### src/design/tdpk_pkg.sv
package tdpk_pkg;

    localparam int NUM_BITS = 4;
    localparam int HALF     = NUM_BITS / 2;
    localparam int HALF_N   = (HALF > 0) ? HALF : 1;
    localparam int LEVEL_W  = $clog2(NUM_BITS + 1);
    localparam int THR_W    = 9;
    localparam int MAG_MAX  = 255;

    typedef logic [THR_W-1:0] thr_t;
    typedef thr_t [HALF_N-1:0] thr_arr_t;
    typedef logic [NUM_BITS-1:0] code_t;
    typedef logic [LEVEL_W-1:0] level_t;

    // smallest |d| at which step j of the level curve is reached, 256 if never
    function automatic thr_t step_threshold(input int j);
        longint h;
        longint lhs;
        longint rhs;
        thr_t   res;
        h   = 2 * j + 1;
        rhs = 40000 * h * h;
        res = thr_t'(MAG_MAX + 1);
        for (int m = MAG_MAX; m >= 0; m--) begin
            lhs = 9 * longint'(m) * longint'(m) * (4 * HALF * HALF - h * h);
            if (lhs >= rhs) begin
                res = thr_t'(m);
            end
        end
        return res;
    endfunction

    function automatic thr_arr_t build_thresholds();
        thr_arr_t t;
        for (int j = 0; j < HALF_N; j++) begin
            t[j] = (j < HALF) ? step_threshold(j) : thr_t'(MAG_MAX + 1);
        end
        return t;
    endfunction

    localparam thr_arr_t LEVEL_THR = build_thresholds();

endpackage

### src/design/tdpk_level.sv
module tdpk_level
    import tdpk_pkg::*;
(
    input  logic [7:0] point_a_value,
    input  logic [7:0] point_b_value,
    output code_t      code
);

    logic [8:0] diff;
    logic       neg;
    logic [7:0] mag;
    level_t     offset;
    level_t     level;

    always_comb begin
        diff   = {1'b0, point_a_value} - {1'b0, point_b_value};
        neg    = diff[8];
        mag    = neg ? (point_b_value - point_a_value) : diff[7:0];
        offset = '0;
        for (int j = 0; j < HALF; j++) begin
            if ({1'b0, mag} >= LEVEL_THR[j]) begin
                offset = offset + level_t'(1);
            end
        end
        level = neg ? (level_t'(HALF) - offset) : (level_t'(HALF) + offset);
        for (int i = 0; i < NUM_BITS; i++) begin
            code[i] = (level_t'(i) < level);
        end
    end

endmodule

### src/design/tdpk_pack.sv
module tdpk_pack
    import tdpk_pkg::*;
(
    input  logic       aclk,
    input  logic       aresetn,
    input  logic       advance,
    input  logic       item_valid,
    input  code_t      code,
    input  logic       last_pair,
    output logic       out_valid,
    output logic [7:0] packed_byte,
    output logic       last_byte
);

    logic [7:0] acc_reg,   acc_next;
    logic [3:0] fill_reg,  fill_next;
    logic       valid_reg, valid_next;
    logic [7:0] byte_reg,  byte_next;
    logic       last_reg,  last_next;

    logic [4:0] used;
    logic [7:0] code_ext;
    logic [7:0] merged;
    logic [3:0] fill_new;
    logic       emit;

    always_comb begin
        code_ext = 8'(code);
        used     = 5'(fill_reg) + 5'(NUM_BITS);
        if (used <= 5'd8) begin
            merged   = acc_reg | (code_ext << (5'd8 - used));
            fill_new = used[3:0];
        end else begin
            merged   = acc_reg | (code_ext >> (used - 5'd8));
            fill_new = 4'd8;
        end
        emit = (fill_new >= 4'd8) || last_pair;

        acc_next   = acc_reg;
        fill_next  = fill_reg;
        valid_next = valid_reg;
        byte_next  = byte_reg;
        last_next  = last_reg;
        if (advance) begin
            valid_next = item_valid && emit;
            if (item_valid) begin
                byte_next = merged;
                last_next = last_pair;
                if (emit) begin
                    acc_next  = '0;
                    fill_next = '0;
                end else begin
                    acc_next  = merged;
                    fill_next = fill_new;
                end
            end
        end
    end

    always_ff @(posedge aclk) begin
        if (!aresetn) begin
            acc_reg   <= '0;
            fill_reg  <= '0;
            valid_reg <= 1'b0;
        end else begin
            acc_reg   <= acc_next;
            fill_reg  <= fill_next;
            valid_reg <= valid_next;
        end
        byte_reg <= byte_next;
        last_reg <= last_next;
    end

    assign out_valid   = valid_reg;
    assign packed_byte = byte_reg;
    assign last_byte   = last_reg;

    a_fill_below_byte: assert property (@(posedge aclk) disable iff (!aresetn)
        fill_reg < 4'd8)
        else $error("fill count reached a full byte without emission");

    a_emit_clears: assert property (@(posedge aclk) disable iff (!aresetn)
        valid_reg |-> (fill_reg == 4'd0 && acc_reg == 8'd0))
        else $error("accumulator not cleared behind a pending byte");

    a_free_bits_zero: assert property (@(posedge aclk) disable iff (!aresetn)
        (acc_reg & (8'hFF >> fill_reg)) == 8'd0)
        else $error("accumulator has bits set below the fill point");

    a_hold_when_stalled: assert property (@(posedge aclk) disable iff (!aresetn)
        !advance |=> (fill_reg == $past(fill_reg) && acc_reg == $past(acc_reg)))
        else $error("packing state moved while output stalled");

endmodule

### src/design/thermometer_diff_descriptor_packer.sv
// channel | ports                      | tdata (low bit up)                  | tuser/tlast
// input   | s_tvalid s_tready s_tdata  | point_a_value[7:0] point_b_value    | tlast: last_pair
// output  | m_tvalid m_tready m_tdata  | packed_byte[7:0]                    | tlast: last_byte
//
// one pair is taken every cycle while the output is not stalled
// the pair sits in an input register, then level lookup and byte packing run
// combinationally into the output register
// reset (aresetn low at a clock edge) empties both stages and the partial byte
// a stalled output holds the pipe; one new pair can still enter the empty input register
module thermometer_diff_descriptor_packer
    import tdpk_pkg::*;
(
    input  logic        aclk,
    input  logic        aresetn,
    input  logic        s_tvalid,
    output logic        s_tready,
    input  logic [15:0] s_tdata,   // point_a_value[7:0], point_b_value[15:8]
    input  logic        s_tlast,
    output logic        m_tvalid,
    input  logic        m_tready,
    output logic [7:0]  m_tdata,   // packed_byte[7:0]
    output logic        m_tlast
);

    logic       in_valid_reg, in_valid_next;
    logic [7:0] a_reg,        a_next;
    logic [7:0] b_reg,        b_next;
    logic       last_reg,     last_next;
    logic       advance;
    code_t      code;

    assign advance  = !m_tvalid || m_tready;
    assign s_tready = !in_valid_reg || advance;

    always_comb begin
        in_valid_next = in_valid_reg;
        a_next        = a_reg;
        b_next        = b_reg;
        last_next     = last_reg;
        if (s_tready) begin
            in_valid_next = s_tvalid;
            if (s_tvalid) begin
                a_next    = s_tdata[7:0];
                b_next    = s_tdata[15:8];
                last_next = s_tlast;
            end
        end
    end

    always_ff @(posedge aclk) begin
        if (!aresetn) begin
            in_valid_reg <= 1'b0;
        end else begin
            in_valid_reg <= in_valid_next;
        end
        a_reg    <= a_next;
        b_reg    <= b_next;
        last_reg <= last_next;
    end

    tdpk_level u_level (
        .point_a_value (a_reg),
        .point_b_value (b_reg),
        .code          (code)
    );

    tdpk_pack u_pack (
        .aclk        (aclk),
        .aresetn     (aresetn),
        .advance     (advance),
        .item_valid  (in_valid_reg),
        .code        (code),
        .last_pair   (last_reg),
        .out_valid   (m_tvalid),
        .packed_byte (m_tdata),
        .last_byte   (m_tlast)
    );

endmodule

### config.mk
export PLATFORM = sky130hd
export DESIGN_NAME = thermometer_diff_descriptor_packer
export DESIGN_NICKNAME = d
export VERILOG_FILES = /design/src/design/tdpk_pkg.sv /design/src/design/tdpk_level.sv /design/src/design/tdpk_pack.sv /design/src/design/thermometer_diff_descriptor_packer.sv
export SDC_FILE = /design/constraint.sdc
export NUM_CORES = 1
export LEC_CHECK = 0
export BUFFER_PORTS_ARGS = -buffer_cell sky130_fd_sc_hd__clkbuf_2
export CORE_UTILIZATION = 56
export CTS_CLUSTER_DIAMETER = 150
export DETAILED_ROUTE_END_ITERATION = 10
export GPL_TIMING_DRIVEN = 0
export PLACE_DENSITY = 0.8
export SLEW_MARGIN = 10
export SYNTH_ARGS = -nofsm -noshare
export SYNTH_HDL_FRONTEND = slang
export SYNTH_SLANG_ARGS = --single-unit
### constraint.sdc
create_clock -name aclk -period 10.4 [get_ports aclk]
set_clock_uncertainty 0.2 [all_clocks]
set_input_delay 1.56 -clock aclk [delete_from_list [all_inputs] [get_ports aclk]]
set_output_delay 1.56 -clock aclk [all_outputs]
set_load 0.02 [all_outputs]
Word level (Yosys, flattened, before mapping)

Cells that the tools add are included.

Multiplexer cells: 8
Add/sub/neg operators: 8
Bitwise gates (word level): 2
Reduce and logical (&&, ||, !) cells: 8
Order comparisons: 8
Shift-type cells: 2

Operator list:

| kind                  | number |
|---|---|
| $mux W8               | 3 |
| $or A8 B8 Y8          | 2 |
| $sub A8 B8 Y9         | 1 |
| $ge A8 B5 Y1 const B  | 1 |
| $ge A8 B7 Y1 const B  | 1 |
| $mux W4               | 2 |
| $shl A4 B5 Y8         | 1 |
| $shr A4 B5 Y8         | 1 |
| $sub A8 B8 Y8         | 1 |
| $lt A1 B3 Y1 const A  | 2 |
| $lt A2 B3 Y1 const A  | 2 |
| $mux W3               | 2 |
| $add A4 B3 Y5 const B | 1 |
| $le A5 B4 Y1 const B  | 1 |
| $sub A4 B5 Y5 const A | 1 |
| $sub A5 B4 Y5 const B | 1 |
| $ge A4 B4 Y1 const B  | 1 |
| $reduce_and A2 Y1     | 2 |
| $add A2 B3 Y3 const A | 1 |
| $logic_or A1 B1 Y1    | 3 |
| $sub A2 B3 Y3 const A | 1 |
| $add A1 B1 Y2 const B | 1 |
| $logic_not A1 Y1      | 2 |
| $logic_and A1 B1 Y1   | 1 |
| $mux W1               | 1 |

Logic and storage cells: 45
Output and inout port bits: 11
Bits in registers: 40
Bits of input ports: 21

Longest topological paths before layout

Gate-level depths: netlist of run 1.

Depth in word-level cells: 13
Depth in mapped cells: 18
Depth with buffers taken out: 18

Hierarchy

Synthesis of run 1 repeated with hierarchy kept, for this count alone.

Cells, all modules: 268
Area, all modules: 2722.6 sq um

By module, submodules not included:

| module                             | cells an instance | times used | area each (sq um) |
|---|---|---|---|
| tdpk_pack                          | 121               | 1          | 1234.9 |
| tdpk_level                         | 124               | 1          | 907.1 |
| thermometer_diff_descriptor_packer | 23                | 1          | 580.6 |

Worst setup path after synthesis of run 1

No wires, ideal clock.

Path type: reg2reg
Start: register a_reg[0]
End: register u_pack.byte_reg[1], in the netlist u_pack.packed_byte[1], data pin
Arrival time: 3.554 ns
Library setup time: 0.277 ns
Cell stages (with the launch flop): 17
Period minus slack after synthesis: 4.031 ns
Setup slack: 6.369 ns
Path through: edfxtp_1 -> inv_1 -> ha_1 -> inv_1 -> fa_1 -> nand3_1 -> nand2_1 -> a32oi_1 -> o21ai_1 -> a222oi_1 -> xor2_1 -> and4_1 -> ha_1 -> o31ai_2 -> nor3_1 -> and3_1 -> or4_1

Cells in the longest elaborated chain, start to end: 12
Elaborated cells between the ends (all ways): 20
Those cells by class: add/sub: 5; order compare: 6; shift: 2; mux: 5; bitwise: 2

RTL lines:

| element                                        | line                                     | RTL |
|---|---|---|
| from (decl)                                    | thermometer_diff_descriptor_packer.sv:26 | `logic [7:0] a_reg, a_next;` |
| from (signal assigned)                         | thermometer_diff_descriptor_packer.sv:56 | `a_reg <= a_next;` |
| $sub A8 B8 Y9 or $sub A8 B8 Y8 (tied branches) | tdpk_level.sv:16, tdpk_level.sv:18       |  |
| $mux W8                                        | tdpk_level.sv:18                         | `mag = neg ? (point_b_value - point_a_value) : diff[7:0];` |
| $ge A8 B5 Y1                                   | tdpk_level.sv:21                         | `if ({1'b0, mag} >= LEVEL_THR[j]) begin` |
| $mux W1                                        | tdpk_level.sv:21                         |  |
| $add A1 B1 Y2                                  | tdpk_level.sv:22                         | `offset = offset + level_t'(1);` |
| $mux W3                                        | tdpk_level.sv:21                         |  |
| $add A2 B3 Y3 or $sub A2 B3 Y3 (tied branches) | tdpk_level.sv:25                         | `level = neg ? (level_t'(HALF) - offset) : (level_t'(HALF) + offset);` |
| $mux W3 *                                      | tdpk_level.sv:25                         |  |
| $lt A1 B3 Y1 or $lt A2 B3 Y1 (tied branches)   | tdpk_level.sv:27                         | `code[i] = (level_t'(i) < level);` |
| $shr A4 B5 Y8 or $shl A4 B5 Y8 (tied branches) | tdpk_pack.sv:34, tdpk_pack.sv:31         |  |
| $or A8 B8 Y8, on equally long branches         | tdpk_pack.sv:34, tdpk_pack.sv:31         |  |
| $mux W8 *                                      | tdpk_pack.sv:30                          | `if (used <= 5'd8) begin` |
| net u_pack.merged[1]                           | tdpk_pack.sv:23                          | `logic [7:0] merged;` |
| to (signal assigned)                           | tdpk_pack.sv:70                          | `byte_reg <= byte_next;` |
| to (decl)                                      | tdpk_pack.sv:18                          | `logic [7:0] byte_reg, byte_next;` |

The timed path passes the listed nets; every way through them passes the cells marked *.
A chain may end at the register's enable or synchronous reset.

Worst setup path in the final report of run 1

Start: register a_reg[0]
End: register u_pack.acc_reg[1]

Cells in the longest elaborated chain, start to end: 13
Elaborated cells between the ends (all ways): 21
Those cells by class: add/sub: 5; order compare: 6; shift: 2; mux: 6; bitwise: 2

RTL lines:

| element                                        | line                               | RTL |
|---|---|---|
| $sub A8 B8 Y9 or $sub A8 B8 Y8 (tied branches) | tdpk_level.sv:16, tdpk_level.sv:18 |  |
| $mux W8                                        | tdpk_level.sv:18                   |  |
| $ge A8 B5 Y1                                   | tdpk_level.sv:21                   |  |
| $mux W1                                        | tdpk_level.sv:21                   |  |
| $add A1 B1 Y2                                  | tdpk_level.sv:22                   |  |
| $mux W3                                        | tdpk_level.sv:21                   |  |
| $add A2 B3 Y3 or $sub A2 B3 Y3 (tied branches) | tdpk_level.sv:25                   |  |
| $mux W3 *                                      | tdpk_level.sv:25                   |  |
| $lt A1 B3 Y1 or $lt A2 B3 Y1 (tied branches)   | tdpk_level.sv:27                   |  |
| $shr A4 B5 Y8 or $shl A4 B5 Y8 (tied branches) | tdpk_pack.sv:34, tdpk_pack.sv:31   |  |
| $or A8 B8 Y8, on equally long branches         | tdpk_pack.sv:34, tdpk_pack.sv:31   |  |
| $mux W8 *                                      | tdpk_pack.sv:30                    |  |
| net u_pack.merged[1]                           | tdpk_pack.sv:23                    |  |
| $mux W8 *                                      | tdpk_pack.sv:49                    | `if (emit) begin` |
| to (signal assigned)                           | tdpk_pack.sv:66                    | `acc_reg <= acc_next;` |
| to (decl)                                      | tdpk_pack.sv:15                    | `logic [7:0] acc_reg, acc_next;` |

Marked as above.

==> flow_summary.json, run 1 <==
{
  "status": "finished clean",
  "final_util_pct": 65.6,
  "max_freq_ghz": 0.213,
  "syn_to_final_growth_pct": 11.8,
  "cp_max_fo": 9,
  "hold_violations": 0,
  "slowest_stage": "or4_1",
  "netlist_area_um2": 2570,
  "totalWireLength_um": 5230,
  "crit_arrival_ps": 4670,
  "ys_ff_latch": 40,
  "ctsResizeCount": 0,
  "start_util_pct": 58.7,
  "postSynthAreaPerCell_um2": 9.68,
  "grtUsageTotal_pct": 22.6,
  "grt_overflow_total": 0,
  "dieArea_um2": 4870,
  "numCtsBuffers": 5,
  "synth.distinct_cells": 61,
  "initialDrtViolationCount": 175,
  "viasPerCell": 5.91,
  "synthArstFlopShare_pct": 0,
  "required_ps": 10370,
  "root_buffer": "clkbuf_8",
  "end_kind": "register",
  "final_common_cell": "clkbuf_2",
  "slew_headroom_pct": 45.4,
  "synth-main-ff-cell": "edfxtp_1",
  "setup_viol": 0,
  "rsz0062_at_grt": "false",
  "clock_path_buffers": 2,
  "ios": 32,
  "slowest_delay_ps": 500,
  "slew_violations": 0,
  "grt_pass1_vias": 1916,
  "final.period_utilization_pct": 45.2,
  "htree_levels": 2,
  "clk_pin_slew_ps": 80,
  "power_mw": 0.421,
  "vdd_drop_max_uv": 87.4,
  "drc": 0,
  "drv_cap": 0,
  "crit_path_start_kind": "register",
  "path_class": "reg -> reg",
  "tns_ps": 0,
  "clk_latency_ps": 300,
  "synth_edf_count": 26,
  "worstHoldPathType": "reg -> reg",
  "hold_buffers": 0,
  "tightest_slew_ps": 819,
  "gp_congestion": 0.876,
  "synth_warnings": 0,
  "post-cts-setup-buffers": 0,
  "drive_above_1_share_pct": 18.0,
  "wl_per_cell_um": 14.7,
  "grt_max_degree": 18,
  "fp.dieH_um": 69.8,
  "drtAntennaViolNets": 0,
  "syn_inst": 266,
  "syn-num-nets": 311,
  "cellPowerDensity_nw_per_um2": 146,
  "period_needed_ps": 4700,
  "seq_area_frac_synth_pct": 41.2,
  "clock-sinks": 40,
  "path_cells": "inv_1 > ha_1 > inv_1 > fa_1 > nand3_1 > a21o_1 > nand2_1 > a31oi_1 > xor2_1 > o31ai_1 > and4_1 > ha_1 > o31ai_2 > nor3_1 > and3_1 > or4_1 > nor3b_1",
  "p_leak_nw": 1.24,
  "fin_nets": 349,
  "drtPass1Iterations": 5,
  "r2r_slack_ps": 5700,
  "rows": 24,
  "antenna_found_initial": 0,
  "num_vias": 2111,
  "fp.dieW_um": 69.8,
  "dp_hpwl_um": 3960,
  "diodes": 0,
  "port_buffers": 31,
  "grt_pass1_wl_um": 8740,
  "core_um2": 4380,
  "cts_tree": "built",
  "layout_common_cells": "clkbuf_2 (31), inv_1 (29), edfxtp_1 (26)"
}
[final timing paths]
check / start / end / cells past startpoint
setup / recovery: a_reg[0] / u_pack.acc_reg[1] / 17
hold / removal: u_pack.acc_reg[7] / u_pack.acc_reg[7] / 1
setup reg to reg: a_reg[0] / u_pack.acc_reg[1] / 17
hold reg to reg: u_pack.acc_reg[7] / u_pack.acc_reg[7] / 1
[report_power, final]
part	leakage, nW	switching (mW)	internal (mW)
sequential	0.366	0.00381	0.181
combinational	0.830	0.0836	0.0536
clock	0.0455	0.0522	0.0470
[metrics by stage]
stage | setup WS, ps | hold WS, ps | instance area [um^2] | cells
after floorplan | 6370 | 229 | 2570 | 266
after global placement | 5920 | 240 | 2790 | 349
after detailed placement | 5800 | 255 | 2790 | 349
after CTS | 5770 | 273 | 2880 | 357
after global routing | 5430 | 294 | 2880 | 357
final | 5700 | 272 | 2880 | 357
[cells by family (layout without fill, tap and decap cells)]
group / Yosys count / after routing / synth area share (%)
buffers and inverters: 35 / 74 / 5.20
xor gates and xnor gates: 7 / 7 / 2.38
AOI/OAI and AO/OA: 80 / 80 / 23.0
muxes: 2 / 2 / 0.778
DFF: 40 / 40 / 41.2
adders and majority gates: 24 / 24 / 12.3
and+or+nand+nor: 78 / 78 / 15.2
[synth_stat cells, types with 4 or more instances]
master	instances	area, um^2
a21o_1	4	30.0
a21oi_1	20	100
a21oi_2	4	35.0
a32o_1	4	40.0
dfxtp_1	14	280
edfxtp_1	26	781
ha_1	22	275
inv_1	29	109
nand2_1	19	71.3
nand3_1	8	40.0
nand4_1	4	25.0
nor2_1	14	52.6
nor2b_1	4	25.0
nor3_1	12	60.1
o21ai_0	8	40.0
xor2_1	4	35.0
[worst max-delay path, delay by kind of cell (launching register included)]
| family | cells | cell delay [ps] |
|---|---|---|
| AO/OA/AOI/OAI | 4 | 1180 |
| adder cells (fa/ha/maj) | 3 | 920 |
| XOR/XNOR | 1 | 110 |
| AND/OR/NAND/NOR | 7 | 1620 |
| flip-flops | 1 | 390 |
| buffers and inverters | 2 | 130 |
[routing by layer]
layer	part of all wire, %	track usage (%)	wire length, um	vias up
li1	-	-	-	1061
met1	49	32.7	2570	972
met2	44	34.2	2320	70
met3	5.4	4.36	280	8
met4	1.1	6.67	59	0
met5	0	0	0	-
[final cells by class]
class / instances / area, um^2
Timing Repair Buffer: 31 / 155
Fill cell: 364 / 1510
Inverter: 30 / 113
Buffer: 5 / 21.3
Tap cell: 52 / 65.1
Clock buffer: 6 / 72.6
Multi-Input combinational cell: 191 / 1380
Clock inverter: 2 / 11.3
Sequential cell: 40 / 1060
Power figures use the tool's default switching activity.
==> inputs of run 2 (changes only) <==
--- a/config.mk
+++ b/config.mk
@@ -6,11 +6,11 @@
 export NUM_CORES = 1
 export LEC_CHECK = 0
 export BUFFER_PORTS_ARGS = -buffer_cell sky130_fd_sc_hd__clkbuf_2
-export CORE_UTILIZATION = 56
+export CORE_UTILIZATION = 52
 export CTS_CLUSTER_DIAMETER = 150
 export DETAILED_ROUTE_END_ITERATION = 10
 export GPL_TIMING_DRIVEN = 0
-export PLACE_DENSITY = 0.8
+export PLACE_DENSITY = 0.79
 export SLEW_MARGIN = 10
 export SYNTH_ARGS = -nofsm -noshare
 export SYNTH_HDL_FRONTEND = slang
==> constraint.sdc (replaced) <==
create_clock -name aclk -period 4 [get_ports aclk]
set_clock_uncertainty 0.2 [all_clocks]
set_input_delay 0.6 -clock aclk [delete_from_list [all_inputs] [get_ports aclk]]
set_output_delay 0.6 -clock aclk [all_outputs]
set_load 0.02 [all_outputs]
==> flow_summary.json, run 2 (same netlist as run 1, synthesis figures left out) <==
{
  "status": "finished, violations left",
  "grt_max_degree": 18,
  "rows": 25,
  "fp.dieH_um": 72.4,
  "m1WireLength_um": 3000,
  "final.period_utilization_pct": 108,
  "required_ps": 3860,
  "setup_viol": 15,
  "slew_violations": 0,
  "final_util_pct": 72.3,
  "final_common_cell": "clkbuf_2",
  "dr_wl_met3_um": 488,
  "cp_max_fo": 4,
  "diodes": 0,
  "highest_layer": "met4",
  "clk_latency_ps": 300,
  "rsz0062_at_grt": "true",
  "grt_overflow_total": 0,
  "grt_pass1_vias": 2172,
  "path_class": "reg -> reg",
  "viasPerCell": 6.05,
  "root_buffer": "clkbuf_8",
  "dp_hpwl_um": 3880,
  "num_vias": 2438,
  "grtUsageTotal_pct": 24.2,
  "final_cells": 403,
  "clk_pin_slew_ps": 80,
  "totalWireLength_um": 7070,
  "max_freq_ghz": 0.232,
  "gp_congestion": 0.847,
  "grt_pass1_wl_um": 9660,
  "slew_headroom_pct": 49.4,
  "ios": 32,
  "setup_slack_ps": -308,
  "drtAntennaViolNets": 0,
  "fin_hold_ws_ps": 267,
  "port_buffers": 31,
  "fp.dieW_um": 72.4,
  "power_mw": 1.36,
  "drv_cap": 0,
  "end_kind": "register",
  "fin_nets": 380,
  "layout_common_cells": "clkbuf_2 (31), buf_4 (29), inv_1 (26), edfxtp_1 (26), a21oi_1 (17)",
  "fillCellCount": 332,
  "wl_per_cell_um": 17.5,
  "initialDrtViolationCount": 324,
  "drc": 0,
  "hold_violations": 0,
  "crit_path_start_kind": "register",
  "clock-sinks": 40,
  "tightest_slew_ps": 759,
  "dieArea_um2": 5230,
  "dr_wl_met2_um": 3350,
  "start_util_pct": 54.1,
  "p_leak_nw": 1.43,
  "period_needed_ps": 4310,
  "cellPowerDensity_nw_per_um2": 395,
  "drive_above_1_share_pct": 35.7,
  "r2r_slack_ps": -310,
  "crit_arrival_ps": 4160,
  "antenna_found_initial": 0,
  "worstHoldPathType": "in -> reg",
  "drtPass1Iterations": 5,
  "core_um2": 4750,
  "cts_tree": "built",
  "place_ws_ps": -381,
  "numCtsBuffers": 5,
  "violations": "negative setup slack",
  "vdd_drop_max_uv": 311,
  "place_inst": 364,
  "clock_path_buffers": 2,
  "syn_to_final_growth_pct": 33.6,
  "htree_levels": 2,
  "hold_buffers": 0
}
==> run 2: layout make-up <==
type | count | area, um^2 | share of cell area, %
timing repair buffer | 62 | 397 | 11.5
inverter | 30 | 113 | 3.27
multi-input combinational | 191 | 1640 | 47.8
sequential | 40 | 1060 | 30.8
buffer | 5 | 30.0 | 0.873
tap | 67 | 83.8 | 2.44
clock buffer | 5 | 68.8 | 2.00
clock inverter | 3 | 42.5 | 1.24
==> run 2: worst paths after layout <==
kind / cells after the start / startpoint / to
max: 16 / a_reg[6] / u_pack.packed_byte[4]
min: 1 / s_tdata[11] / b_reg[3]
max reg2reg: 16 / a_reg[6] / u_pack.packed_byte[4]
min reg2reg: 2 / u_pack.acc_reg[5] / u_pack.acc_reg[5]
==> run 2: critical path, cell delays in order (launching register included) <==
cell and delay [ps]:
edfxtp_1 410, buf_4 150, buf_4 130, ha_2 210
a21oi_4 210, o211ai_1 180, a32oi_2 240, o21ai_1 100
a222oi_1 360, xor2_1 300, and4_1 290, ha_4 240
buf_12 130, o311a_4 340, a32oi_2 190, o32ai_2 110
or2_2 280
==> run 2: metrics by stage <==
step	setup TNS, ps	instance area [um^2]
after floorplan	0	2580
after global placement	-1980	2820
after detailed placement	-2790	2820
after CTS	-181	3180
after global routing	-5420	3440
final	-2970	3440
==> run 2: power by group <==
group	leakage, nW	switching (mW)	total, mW	internal [mW]
registers	0.366	0.0120	0.483	0.471
clock network	0.0558	0.146	0.331	0.185
logic	1.00	0.295	0.546	0.250
==> run 2: layer usage <==
layer | GRT usage, % | vias to the layer above
met4 | 10.0 | 0
met1 | 29.8 | 1149
li1 | - | 1119
met2 | 40.6 | 143
met5 | 0 | -
met3 | 5.83 | 27
==> run 2: timing repair <==
action,in CTS,in global routing
resized for setup,27,26
setup buffers,14,17
endpoints found under the setup margin,16,16
pin swaps,10,20
